### src/sv/egcd_pkg.sv
package egcd_pkg;

  // sequencer states of the gcd engine
  typedef enum logic [2:0] {
    ST_IDLE,
    ST_CHK,
    ST_DIV,
    ST_UPD,
    ST_FIN
  } egcd_state_t;

endpackage

### src/sv/extended_gcd_bezout_coefficients.sv
// the time from accept to result valid grows with k, the number of quotient steps
// (k <= 45 at 31 bits); one item is worked on at a time
// each quotient step runs the bit-serial divider, which sets the pace between items
// a new item is taken while the previous result still waits in the output register
// reset: rst_n synchronous active low clears the sequencer and the output valid flag
module extended_gcd_bezout_coefficients #(
  parameter int OPERAND_WIDTH = 31
) (
  input  logic                            clk,
  input  logic                            rst_n,
  input  logic                            in_valid,
  output logic                            in_ready,
  input  logic [OPERAND_WIDTH-1:0]        in_modulus,
  input  logic [OPERAND_WIDTH-1:0]        in_value,
  output logic                            out_valid,
  input  logic                            out_ready,
  output logic [OPERAND_WIDTH-1:0]        out_gcd_out,
  output logic signed [OPERAND_WIDTH:0]   out_coef_modulus,
  output logic signed [OPERAND_WIDTH:0]   out_coef_value
);

  localparam int W     = OPERAND_WIDTH;
  localparam int CNT_W = $clog2(W);

  egcd_pkg::egcd_state_t state_r, state_nxt;

  // two remainder rows: prev (dividend) and cur (divisor)
  logic [W-1:0] prev_r_r, cur_r_r;
  // coefficient rows, kept modulo 2^(W+1); final values fit in that range
  logic [W:0]   prev_x_r, cur_x_r, prev_y_r, cur_y_r;

  // bit-serial divider: partial remainder and dividend shift register
  logic [W-1:0] rem_r;
  logic [W-1:0] dq_r;
  logic [CNT_W-1:0] cnt_r;
  // quotient times current coefficient, built msb first by shift and add
  logic [W:0]   px_r, py_r;

  // output register
  logic         out_valid_r;
  logic [W-1:0] gcd_r;
  logic [W:0]   cm_r, cv_r;

  logic         accept;
  logic         out_free;
  logic         last_bit;

  // one restoring division step
  logic [W:0]   trial;
  logic [W:0]   diff;
  logic         q_bit;
  logic [W-1:0] rem_nxt;
  logic [W:0]   px_nxt, py_nxt;

  assign accept   = in_valid && in_ready;
  assign out_free = !out_valid_r || out_ready;
  assign last_bit = (cnt_r == CNT_W'(W - 1));

  always_comb begin
    trial   = {rem_r, dq_r[W-1]};
    diff    = trial - {1'b0, cur_r_r};
    q_bit   = (trial >= {1'b0, cur_r_r});
    rem_nxt = q_bit ? diff[W-1:0] : trial[W-1:0];
    px_nxt  = {px_r[W-1:0], 1'b0} + (q_bit ? cur_x_r : '0);
    py_nxt  = {py_r[W-1:0], 1'b0} + (q_bit ? cur_y_r : '0);
  end

  // sequencer
  always_ff @(posedge clk) begin
    if (!rst_n) begin
      state_r <= egcd_pkg::ST_IDLE;
    end else begin
      state_r <= state_nxt;
    end
  end

  always_comb begin
    state_nxt = state_r;
    in_ready  = 1'b0;
    case (state_r)
      egcd_pkg::ST_IDLE: begin
        in_ready = 1'b1;
        if (in_valid) begin
          state_nxt = egcd_pkg::ST_CHK;
        end
      end
      egcd_pkg::ST_CHK: begin
        // zero remainder ends the algorithm, prev row holds the answer
        if (cur_r_r == '0) begin
          state_nxt = egcd_pkg::ST_FIN;
        end else begin
          state_nxt = egcd_pkg::ST_DIV;
        end
      end
      egcd_pkg::ST_DIV: begin
        if (last_bit) begin
          state_nxt = egcd_pkg::ST_UPD;
        end
      end
      egcd_pkg::ST_UPD: begin
        state_nxt = egcd_pkg::ST_CHK;
      end
      egcd_pkg::ST_FIN: begin
        if (out_free) begin
          state_nxt = egcd_pkg::ST_IDLE;
        end
      end
      default: begin
        state_nxt = egcd_pkg::ST_IDLE;
      end
    endcase
  end

  // datapath
  always_ff @(posedge clk) begin
    case (state_r)
      egcd_pkg::ST_IDLE: begin
        if (in_valid) begin
          prev_r_r <= in_modulus;
          cur_r_r  <= in_value;
          prev_x_r <= (W+1)'(1);
          cur_x_r  <= '0;
          prev_y_r <= '0;
          cur_y_r  <= (W+1)'(1);
        end
      end
      egcd_pkg::ST_CHK: begin
        rem_r <= '0;
        dq_r  <= prev_r_r;
        px_r  <= '0;
        py_r  <= '0;
        cnt_r <= '0;
      end
      egcd_pkg::ST_DIV: begin
        rem_r <= rem_nxt;
        dq_r  <= {dq_r[W-2:0], 1'b0};
        px_r  <= px_nxt;
        py_r  <= py_nxt;
        cnt_r <= cnt_r + CNT_W'(1);
      end
      egcd_pkg::ST_UPD: begin
        // next row = previous row minus quotient times current row
        prev_r_r <= cur_r_r;
        cur_r_r  <= rem_r;
        prev_x_r <= cur_x_r;
        cur_x_r  <= prev_x_r - px_r;
        prev_y_r <= cur_y_r;
        cur_y_r  <= prev_y_r - py_r;
      end
      default: begin
      end
    endcase
  end

  // output register, separate from the engine so a new item can start
  always_ff @(posedge clk) begin
    if (!rst_n) begin
      out_valid_r <= 1'b0;
    end else if (state_r == egcd_pkg::ST_FIN && out_free) begin
      out_valid_r <= 1'b1;
    end else if (out_ready) begin
      out_valid_r <= 1'b0;
    end
  end

  always_ff @(posedge clk) begin
    if (state_r == egcd_pkg::ST_FIN && out_free) begin
      gcd_r <= prev_r_r;
      cm_r  <= prev_x_r;
      cv_r  <= prev_y_r;
    end
  end

  assign out_valid        = out_valid_r;
  assign out_gcd_out      = gcd_r;
  assign out_coef_modulus = $signed(cm_r);
  assign out_coef_value   = $signed(cv_r);

  // divider never runs with a zero divisor
  a_div_nonzero: assert property (@(posedge clk) disable iff (!rst_n)
    state_r == egcd_pkg::ST_DIV |-> cur_r_r != '0)
    else $error("division started with zero divisor");

  // remainder after a full division is below the divisor
  a_rem_lt_div: assert property (@(posedge clk) disable iff (!rst_n)
    state_r == egcd_pkg::ST_UPD |-> rem_r < cur_r_r)
    else $error("remainder not below divisor");

  // an accepted item starts the engine
  a_accept_start: assert property (@(posedge clk) disable iff (!rst_n)
    accept |=> state_r == egcd_pkg::ST_CHK)
    else $error("accepted item did not start the engine");

  // a finished result is loaded into the output register
  a_fin_load: assert property (@(posedge clk) disable iff (!rst_n)
    state_r == egcd_pkg::ST_FIN && out_free |=> out_valid_r && state_r == egcd_pkg::ST_IDLE)
    else $error("finished result not presented");

endmodule

### config.mk
export PLATFORM = sky130hd
export DESIGN_NAME = extended_gcd_bezout_coefficients
export DESIGN_NICKNAME = d
export VERILOG_FILES = /design/src/sv/egcd_pkg.sv /design/src/sv/extended_gcd_bezout_coefficients.sv
export SDC_FILE = /design/constraint.sdc
export NUM_CORES = 1
export LEC_CHECK = 0
export BUFFER_PORTS_ARGS = -buffer_cell sky130_fd_sc_hd__buf_2
export CAP_MARGIN = 20
export CORE_ASPECT_RATIO = 1.2
export CORE_UTILIZATION = 47
export DETAILED_ROUTE_END_ITERATION = 10
export GPL_TIMING_DRIVEN = 0
export PLACE_DENSITY = 0.73
export SETUP_SLACK_MARGIN = 0.1
export SYNTH_ARGS = -nofsm -noshare
export SYNTH_HDL_FRONTEND = slang
export SYNTH_SLANG_ARGS = --single-unit
### constraint.sdc
create_clock -name clk -period 12.88 [get_ports clk]
set_input_delay 0.644 -clock clk [delete_from_list [all_inputs] [get_ports clk]]
set_output_delay 0.644 -clock clk [all_outputs]
set_load 0.02 [all_outputs]
### Yosys cells after proc, flatten, opt, wreduce, memory -nomap -nowiden

Index checks and enable logic that the tools add are counted.

| cells by class | value |
|---|---|
| $add $sub $neg | 6 |
| reduce and logical (&&, ||, !) cells | 10 |
| equality and inequality tests | 8 |
| order comparisons | 1 |
| muxes and demuxes | 26 |

Operator list:

| operator | count |
|---|---|
| case mux 32 bit (2 select lines) | 6 |
| case mux 31 bit (2 select lines) | 4 |
| 2-to-1 mux 32 bit | 4 |
| 2-to-1 mux 31 bit | 3 |
| adder 32 bit | 2 |
| subtractor 32 bit | 2 |
| >= comparator 32 x 31 -> 1 bit | 1 |
| logical NOT 31 bit | 1 |
| subtractor 31 bit | 1 |
| case mux 3 bit (5 select lines) | 1 |
| 2-to-1 mux 3 bit | 4 |
| case mux 5 bit (2 select lines) | 1 |
| equality test 3 x 2 -> 1 bit, second input constant | 2 |
| != test 2 bit, second input constant | 3 |
| nonzero test 2 bit | 3 |
| adder 5 x 1 -> 5 bit, second input constant | 1 |
| equality test 5 bit, second input constant | 1 |
| equality test 3 x 1 -> 1 bit, second input constant | 1 |
| equality test 3 bit, second input constant | 1 |
| logical NOT 3 bit | 1 |
| 2-to-1 mux 1 bit | 3 |
| AND reduction 3 bit | 1 |
| AND reduction 2 bit | 1 |
| logical AND 1 bit | 1 |
| other kinds (2) | 2 |

| storage, ports and cells | value |
|---|---|
| input port bits | 66 |
| flip-flop bits (word level) | 420 |
| word-level logic and storage cells | 67 |
| output and inout port bits | 97 |

### Logic depth before layout (Yosys ltp)

Gate-level depths: netlist of the first run.

| depth | value |
|---|---|
| word-level depth | 4 |
| mapped depth | 24 |
| depth with buffers taken out | 22 |

### Worst setup path after synthesis of the first run

OpenSTA, ideal clock, no wires.

| path | value |
|---|---|
| kind | reg2reg |
| from | register state_r[1] |
| to | register cnt_r[0] (enable) |
| data required time | 12216 ps |
| path buffers | 1 |
| path slack | 5221 ps |
| clock period less this slack | 7659 ps |
| arrival | 6995 ps |
| stages on the path, launching flop included | 4 |
| setup time | 664 ps |
| cell sequence | dfxtp_1 > clkbuf_1 > nand2b_1 > a21oi_1 |

| on the way | value |
|---|---|
| longest elaborated chain between the ends | 2 |
| elaborated cells on any way between the ends | 3 |
| classes of those cells | eq/ne (2); reduce/logical (1) |

Ends and longest elaborated chain:

| what | RTL line | RTL |
|---|---|---|
| start, declared | extended_gcd_bezout_coefficients.sv:25 | `egcd_pkg::egcd_state_t state_r, state_nxt;` |
| start signal, assigned | extended_gcd_bezout_coefficients.sv:71 | `state_r <= egcd_pkg::ST_IDLE;` |
| start signal, assigned | extended_gcd_bezout_coefficients.sv:73 | `state_r <= state_nxt;` |
| equality test 3 x 2 -> 1 bit or equality test 3 x 1 -> 1 bit (tied branches) | extended_gcd_bezout_coefficients.sv:116 | `case (state_r)` |
| nonzero test 2 bit (no source line) (*) | - |  |
| end signal, assigned | extended_gcd_bezout_coefficients.sv:139 | `cnt_r <= cnt_r + CNT_W'(1);` |
| end, declared | extended_gcd_bezout_coefficients.sv:35 | `logic [CNT_W-1:0] cnt_r;` |

Every way passes the cells marked *; elsewhere a longest branch is shown, timed or not.
A chain may end at the register's enable or synchronous reset.

### Final worst setup path of the first run

| path | value |
|---|---|
| from | register cur_r_r[2] |
| to | register px_r[31], data pin |

| on the way | value |
|---|---|
| longest elaborated chain between the ends | 4 |

Ends and longest elaborated chain:

| what | RTL line | RTL |
|---|---|---|
| start, declared | extended_gcd_bezout_coefficients.sv:28 | `logic [W-1:0] prev_r_r, cur_r_r;` |
| start signal, assigned | extended_gcd_bezout_coefficients.sv:120 | `cur_r_r <= in_value;` |
| start signal, assigned | extended_gcd_bezout_coefficients.sv:144 | `cur_r_r <= rem_r;` |
| >= comparator 32 x 31 -> 1 bit | extended_gcd_bezout_coefficients.sv:62 | `q_bit = (trial >= {1'b0, cur_r_r});` |
| 2-to-1 mux 32 bit | extended_gcd_bezout_coefficients.sv:64 | `px_nxt = {px_r[W-1:0], 1'b0} + (q_bit ? cur_x_r : '0);` |
| adder 32 bit | extended_gcd_bezout_coefficients.sv:64 |  |
| case mux 32 bit (2 select lines) | extended_gcd_bezout_coefficients.sv:116 |  |
| end signal, assigned | extended_gcd_bezout_coefficients.sv:137 | `px_r <= px_nxt;` |
| end, declared | extended_gcd_bezout_coefficients.sv:37 | `logic [W:0] px_r, py_r;` |

No other way between the ends.

==> reports/summary.txt, run 1 <==
FLOW RUN
-----------------------------------------------------------------------------------------
Max capacitance violation total                                                         0

DRT
-----------------------------------------------------------------------------------------
Detail-routed net length per standard cell                                        18.8 µm
DRC violations left                                                                    11
Total detailed-routing wirelength                                                 58.2 mm
Post-detailed-route via-to-cell ratio                                                5.60
DRT Pass-1 Iters                                                                        8
Initial drt markers                                                                 1,175
Number of nets with antenna violations after routing                                    0
Via total after detailed routing                                                    17.4k

SYNTHESIS
-----------------------------------------------------------------------------------------
Number of warnings reported in the yosys synthesis log                                  0
Unique cell type count in the Yosys netlist                                            83
Number of synthesized flops with an enable pin                                        416
Proportion of register bits with asynchronous set or reset after synthesis             0%
Combinational family with the most area after synthesis                      simple AND/OR/NAND/NOR gates
Gate count of the mapped netlist                                                    2,217
Post-synthesis net count                                                            2,443
Flip-flop and latch count after synthesis                                             420
Post-synthesis instance area                                                   23,500 µm²
Mapped Avg Cell Area                                                             10.6 µm²
Sequential share of the synthesized area                                            53.4%
Prevailing post-synth register cell                                              edfxtp_1
Share of synthesized cell area in and, or, nand and nor gates                       16.8%
Synth Area in XOR/XNOR                                                              4.50%
Adder-Cell Fraction of Synth Area                                                   8.66%
Fraction of synthesized area in multiplexers                                       0.213%
Synth Area in Compound Gates                                                        13.2%

WORST SETUP PATH
-----------------------------------------------------------------------------------------
Crit path capture type                                                               flop
Category of the critical setup timing path                                     reg -> reg
Slowest cell delay on critical path                                               0.75 ns
Type of origin of the critical path                                                  flop
Maximum net fanout on the critical path                                                10
R2R depth                                                                              22
Worst Setup EP                                                                   px_r[31]
Reg-to-Reg Start                                                               cur_r_r[2]
Setup slack on the worst flop-to-flop path                                        6.47 ns
Sequence of cells on the critical path                                       inv_1, ha_1, nor2b_1, o21ai_1, a21oi_1, o31ai_1, a21oi_1, o31ai_4, clkbuf_1, nor2b_1, ha_1, fa_1, a211oi_2, o211ai_1, a41oi_1, o211ai_1, a31oi_1, nor2b_1, o41ai_2, o21ai_0, xnor2_1, nor2_1
Required @ worst endpoint                                                        13.19 ns
Critical path's slowest cell                                                      o31ai_4
CP Buf/Inv Count                                                                        2
Worst setup path startpoint                                                    cur_r_r[2]
Endpoint of the worst register-to-register path                                  px_r[31]
Data arrival time of the critical path                                            6.72 ns
Top delay family on crit path                                                compound AO/OA/AOI/OAI gates
CP dominant cell by count                                                         nor2b_1
WP depth                                                                               22

LAYOUT
-----------------------------------------------------------------------------------------
Layout Utilization                                                                  54.6%
Fraction of final layout cells with drive strength greater than 1                   11.5%
Area Overhead vs Synth                                                              14.4%
Number of inserted filler cells in the final layout                                 4,242
Total Nets Final                                                                    2,662

STA
-----------------------------------------------------------------------------------------
Slew @ Worst Pin                                                                  1.11 ns
Number of max-slew violations in the final report                                       0
Period utilisation layout                                                           49.8%
Setup violations, final                                                                 0
RSZ-0062 raised after global routing                                                   no
Relative slew slack                                                                 26.1%
Sum of negative setup slack                                                          0 ns
Max Clock Skew                                                                  0.0178 ns
Max Fclk                                                                        0.156 GHz
Final critical-path required period                                               6.41 ns
Final Hold Violating Endpoints                                                          0

FLOORPLAN
-----------------------------------------------------------------------------------------
Die span in x                                                                      206 µm
# IOs                                                                                 163
Vertical die dimension                                                             247 µm
Initial Util                                                                        47.7%
Row cnt                                                                                89
Total core area                                                                49,300 µm²
Area enclosed by the die boundary                                              51,000 µm²

GRT
-----------------------------------------------------------------------------------------
Maximum number of pins on one net before global-route repair                           59
Antenna violations before repair                                                        3
First-pass GRT wire length                                                        91.3 mm
Grt ovf                                                                                 0
Via count of the first global-routing pass                                          17.4k
Global router's overall resource usage                                              23.0%

PLACED DESIGN
-----------------------------------------------------------------------------------------
Quantity of I/O buffers inserted on ports                                             162
Estimated wirelength of the detail-placed design                                  43.3 mm
Routability cong.                                                                   0.932

POWER
-----------------------------------------------------------------------------------------
Overall power consumption                                                         3.96 mW
Leakage                                                                           11.1 nW
Maximum ir drop on the vdd rail                                                   76.2 µV
Total power divided by cell area                                               147 nW/µm²

CLOCK NETWORK
-----------------------------------------------------------------------------------------
Number of post-CTS setup repair buffers                                                 0
Library cell used as clock root buffer                                          clkbuf_16
Skew-Pair Late Insertion Delay                                                    0.56 ns
Clock-pin slew of the registers on the worst-case setup and hold paths            0.07 ns
Count of hold-fix buffers inserted at cts                                               0
CTS max path bufs                                                                       3
Resized Gates After CTS                                                                 0
TritonCTS clock tree                                                                built
Clock Sink Count                                                                      420
Number of buffers created by CTS                                                       43
Number of levels in the clock H-tree                                                    2

RUN STATUS
-----------------------------------------------------------------------------------------
Failing checks                                                               design-rule violations
Run status                                                                   complete, but fails checks

HOLD PATH
-----------------------------------------------------------------------------------------
Path class of the lowest-slack min-delay path                                   in -> reg

[registers in the layout, summed over array words and instances (netlist names), 31 cells and up]
name / count
prev_x_r: 32
out_coef_value: 32
cur_y_r: 32
rem_r: 31
out_gcd_out: 31
px_r: 32
prev_r_r: 31
cur_r_r: 31
out_coef_modulus: 32
py_r: 32
dq_r: 31
cur_x_r: 32
prev_y_r: 32
[worst reg2reg max path: stages (launching register included)]
cell	delay [ns]
edfxtp_1	0.38
inv_1	0.14
ha_1	0.30
nor2b_1	0.17
o21ai_1	0.20
a21oi_1	0.15
o31ai_1	0.30
a21oi_1	0.15
o31ai_4	0.75
clkbuf_1	0.48
nor2b_1	0.13
ha_1	0.24
fa_1	0.47
a211oi_2	0.32
o211ai_1	0.17
a41oi_1	0.41
o211ai_1	0.27
a31oi_1	0.30
nor2b_1	0.11
o41ai_2	0.30
o21ai_0	0.19
xnor2_1	0.19
nor2_1	0.06
[through the flow]
step                instance area [µm²]  worst slack, ns  hold WS (ns)  instances
floorplan                         23500             5.22         0.417       2217
global placement                  25200             1.60         0.436       3016
detailed placement                25500             6.53         0.426       3028
CTS                               26900             6.46         0.342       3103
global route                      26900             6.05         0.358       3105
finish                            26900             6.47         0.363       3105
[cell usage after synthesis, drive strengths merged, types with 6 or more instances]
master	instances	area, µm²
a211oi	19	153
a21o	74	557
a21oi	143	731
a31oi	17	106
and2	70	438
and3	15	95.1
and4	6	52.6
buf	9	47.5
clkbuf	62	248
edfxtp	416	12500
ha	155	1940
inv	126	473
nand2	288	1080
nand2b	31	194
nand3	33	165
nand4	20	125
nor2	219	822
nor2b	81	514
nor3	49	250
nor3b	9	67.6
nor4	8	50.1
o2111ai	6	58.8
o211ai	6	45.0
o21a	22	165
o21ai	109	572
o21bai	19	143
o31a	7	72.6
o31ai	8	73.8
xnor2	64	561
xor2	57	499
[how the worst min path moves through the flow]
stage | startpoint | end | slack (ns) | cells after the start
6_report | in_value[22] | cur_r_r[22] | 0.36 | 3
5_1_grt | in_value[22] | cur_r_r[22] | 0.36 | 3
4_1_cts | in_value[22] | cur_r_r[22] | 0.34 | 3
3_5_place_dp | prev_r_r[0] | out_gcd_out[0] | 0.43 | 0
3_3_place_gp | prev_r_r[4] | out_gcd_out[4] | 0.44 | 0
2_1_floorplan | prev_r_r[0] | out_gcd_out[0] | 0.42 | 0
[layer usage]
metal  up-vias  track usage [%]  share of wire (%)
li1       8371                -                  -
met1      8401             29.0                 42
met2       486             39.4                 49
met3       126             3.11                5.1
met4         2             9.67                3.8
met5         -                0              0.027
[kinds of logic after synthesis]
family	count (synthesis)
compound gates	471
xor+xnor	121
fa+ha+maj	160
buf+inv	198
flops	420
mux	5
simple gates	842
[power by group]
part,internal [mW],switching (mW),total (mW)
combinational,0.389,0.591,0.980
sequential,1.63,0.0585,1.69
clock,0.755,0.538,1.29
total,2.77,1.19,3.96
[area by class of cell]
cell class / count / area [µm²] / share of cell area, %
diodes: 2 / 5.00 / 0.0186
clock buffers: 47 / 1130 / 4.21
well taps: 637 / 797 / 2.96
multi-input cells: 1599 / 10200 / 37.9
plain buffers: 72 / 305 / 1.13
repair buffers: 174 / 1130 / 4.19
inverters: 126 / 473 / 1.76
flip-flops and latches: 420 / 12600 / 46.7
clock inverters: 28 / 303 / 1.12
[cell usage in the layout (no fill, tap or decap), drive strengths merged, types with 7 or more instances in the layout]
master  instances
and3           15
o21a           22
nor2b          81
clkinv         16
o21bai         19
edfxtp        416
nand3          33
and2           70
a211oi         19
a21o           74
nand2b         31
nor3b           9
xnor2          64
ha            155
a31oi          17
nor3           49
nor2          219
xor2           57
nand4          20
o31a            7
buf           183
clkbuf        109
inv           126
o21ai         109
nor4            8
nand2         288
o31ai           8
a21oi         143
No activity file was read; power rests on OpenSTA's default activity.
==> run 2, diff against run 1 <==
==> constraint.sdc (replaced) <==
create_clock -name clk -period 6.7 [get_ports clk]
set_input_delay 0.335 -clock clk [delete_from_list [all_inputs] [get_ports clk]]
set_output_delay 0.335 -clock clk [all_outputs]
set_load 0.02 [all_outputs]
==> run 2 against run 1 <==
Effect of this change:
- the run still ends with design-rule violations left
- fmax increased by 5.3%
- combinational power rose by 92%
- via count increased by 0.19%
- clock-buffer cell count rose by 4
- routed wire length up 0.31%
- critical path type unchanged
- largest cell class unchanged
==> reports/summary.txt, run 2 (synthesis results as in run 1) <==
CLOCK NETWORK
-------------------------------------------------------------------------------------
Clock-pin slew of the registers on the worst-case setup and hold paths        0.06 ns   was 0.07 ns
CTS max path bufs                                                                   3   unchanged
Library cell used as clock root buffer                                      clkbuf_16   unchanged
Count of hold-fix buffers inserted at cts                                           0   unchanged
Skew-Pair Late Insertion Delay                                                0.55 ns   was 0.56 ns
Number of buffers created by CTS                                                   43   unchanged
TritonCTS clock tree                                                            built   unchanged
Clock Sink Count                                                                  420   unchanged
Number of levels in the clock H-tree                                                2   unchanged

WORST SETUP PATH
-------------------------------------------------------------------------------------
Maximum net fanout on the critical path                                            10   unchanged
Crit path capture type                                                           flop   unchanged
Category of the critical setup timing path                                 reg -> reg   unchanged
Data arrival time of the critical path                                        6.39 ns   was 6.72 ns
Required @ worst endpoint                                                     7.01 ns   was 13.19 ns
Type of origin of the critical path                                              flop   unchanged

FLOORPLAN
-------------------------------------------------------------------------------------
Die span in x                                                                  206 µm   unchanged
Total core area                                                            49,300 µm²   unchanged
Row cnt                                                                            89   unchanged
Area enclosed by the die boundary                                          51,000 µm²   unchanged
Vertical die dimension                                                         247 µm   unchanged
Initial Util                                                                    47.7%   unchanged
# IOs                                                                             163   unchanged

FLOW RUN
-------------------------------------------------------------------------------------
Max capacitance violation total                                                     0   unchanged

DRT
-------------------------------------------------------------------------------------
Number of nets with antenna violations after routing                                0   unchanged
Total detailed-routing wirelength                                             58.4 mm   was 58.2 mm
DRT Pass-1 Iters                                                                    8   unchanged
Via total after detailed routing                                                17.4k   about the same
Detail-routed net length per standard cell                                    18.8 µm   about the same
DRC violations left                                                                13   was 11
Initial drt markers                                                             1,189   was 1,175
Post-detailed-route via-to-cell ratio                                            5.60   about the same

LAYOUT
-------------------------------------------------------------------------------------
Total Nets Final                                                                2,664   was 2,662
Area Overhead vs Synth                                                          14.1%   was 14.4%
Fraction of final layout cells with drive strength greater than 1               11.4%   was 11.5%
Most common library cell in the layout ignoring fill and taps                edfxtp_1   unchanged
Multi-input logic area                                                     10,200 µm²   unchanged
Number of inserted filler cells in the final layout                             4,327   was 4,242
Most used cells in the layout excluding fill and tap cells               edfxtp_1 (416), nand2_1 (286), nor2_1 (219), buf_2 (167), ha_1 (155)   unchanged
Combined flip-flop and latch cell area                                     12,600 µm²   unchanged
Design Area, Final                                                         26,900 µm²   about the same
Layout Utilization                                                              54.4%   was 54.6%

HOLD PATH
-------------------------------------------------------------------------------------
Path class of the lowest-slack min-delay path                               in -> reg   unchanged

STA
-------------------------------------------------------------------------------------
Max Clock Skew                                                              0.0130 ns   was 0.0178 ns
RSZ-0062 raised after global routing                                               no   unchanged
Slew @ Worst Pin                                                             0.930 ns   was 1.11 ns
Final critical-path required period                                           6.09 ns   was 6.41 ns
Setup violations, final                                                             0   unchanged
Period utilisation layout                                                       90.9%   was 49.8%
Relative slew slack                                                             37.7%   was 26.1%
Final Hold Violating Endpoints                                                      0   unchanged
Sum of negative setup slack                                                      0 ns   unchanged
Number of max-slew violations in the final report                                   0   unchanged
Max Fclk                                                                    0.164 GHz   was 0.156 GHz

PLACED DESIGN
-------------------------------------------------------------------------------------
Quantity of I/O buffers inserted on ports                                         162   unchanged
Post-DP Area                                                               25,400 µm²   was 25,500 µm²
Routability cong.                                                               0.933   was 0.932
Estimated wirelength of the detail-placed design                              42.9 mm   was 43.3 mm

GRT
-------------------------------------------------------------------------------------
Global router's overall resource usage                                          23.1%   was 23.0%
Antenna violations before repair                                                    1   was 3
Via count of the first global-routing pass                                      17.5k   was 17.4k
GR Util met2                                                                    40.0%   was 39.4%
Grt ovf                                                                             0   unchanged
Met3 capacity usage during global routing                                       2.71%   was 3.11%
GR met1 Demand/Resource                                                         29.3%   was 29.0%
First-pass GRT wire length                                                    92.0 mm   was 91.3 mm
Maximum number of pins on one net before global-route repair                       60   was 59
Top Usage Layer GRT                                                              met2   unchanged

RUN STATUS
-------------------------------------------------------------------------------------
Run status                                                               complete, but fails checks   unchanged
Failing checks                                                           design-rule violations   unchanged

POWER
-------------------------------------------------------------------------------------
Total power divided by cell area                                           282 nW/µm²   was 147 nW/µm²
Maximum ir drop on the vdd rail                                                151 µV   was 76.2 µV
Leakage                                                                       11.1 nW   about the same

-- run 2: changes by cell type in the layout (fill, tap and decap cells not counted) --
cell | before | now
clkinvlp_4 | 6 | 0
buf_12 | 0 | 5
clkinv_4 | 2 | 0
clkbuf_1 | 61 | 65
clkinv_1 | 8 | 11
buf_16 | 11 | 5
inv_6 | 0 | 1
bufinv_16 | 6 | 5
buf_8 | 1 | 2
buf_4 | 2 | 4
clkinv_2 | 6 | 9
diode_2 | 2 | 1
-- run 2: routing by layer --
layer	part of all wire (%)	wire length [µm]
met1	42	24400
met2	49	28700
met3	5.2	3060
met4	3.8	2220
met5	0	0
-- run 2: final cells by class --
cell class,count,share of cell area (%)
diodes,1,0.00932
flip-flops and latches,420,46.8
clock buffers,51,4.28
multi-input cells,1599,38.1
repair buffers,176,4.07
well taps,637,2.97
inverters,126,1.76
plain buffers,72,1.14
clock inverters,26,0.913
-- run 2: what timing repair did --
item,4_1_cts,5_1_grt
setup buffers,0,3
gates resized for setup,0,0
setup endpoints to repair,0,6
-- run 2: through the flow --
stage               hold WS (ns)  setup slack, ns  total power, mW  cells
finish                    0.0630            0.611             7.56   3108
global route              0.0618            0.274             7.91   3108
CTS                       0.0405            0.292             7.57   3103
detailed placement         0.436            0.323             5.14   3026
global placement           0.435            -3.24             5.11   3016
floorplan                  0.417            0.567             4.68   2217
-- run 2: critical path, cell delays in order (launching register included) --
cell	delay, ns
edfxtp_1	0.39
inv_1	0.13
ha_1	0.30
nor2b_1	0.17
o21ai_1	0.17
a21oi_1	0.13
o31ai_1	0.33
a21oi_1	0.16
o31ai_4	0.31
buf_12	0.17
clkbuf_1	0.41
nor2b_1	0.13
ha_1	0.24
fa_1	0.46
a211oi_2	0.33
o211ai_1	0.18
a41oi_1	0.39
o211ai_1	0.27
a31oi_1	0.33
nor2b_1	0.12
o41ai_2	0.30
o21ai_0	0.19
xnor2_1	0.19
nor2_1	0.05
-- run 2: power by group --
group          switching, mW  leakage, nW  internal (mW)  total, mW
clock                   1.02        0.689           1.41       2.43
combinational           1.14         6.42          0.746       1.88
sequential             0.115         4.02           3.13       3.25
-- run 2: path summary, 6_finish.rpt --
path                     endpoint  depth (start not counted)  slack, ns            from
hold reg to reg   out_gcd_out[23]                          0       0.45    prev_r_r[23]
setup reg to reg         px_r[31]                         23       0.61      cur_r_r[2]
setup / recovery         px_r[31]                         23       0.61      cur_r_r[2]
hold / removal       prev_r_r[20]                          3       0.06  in_modulus[20]
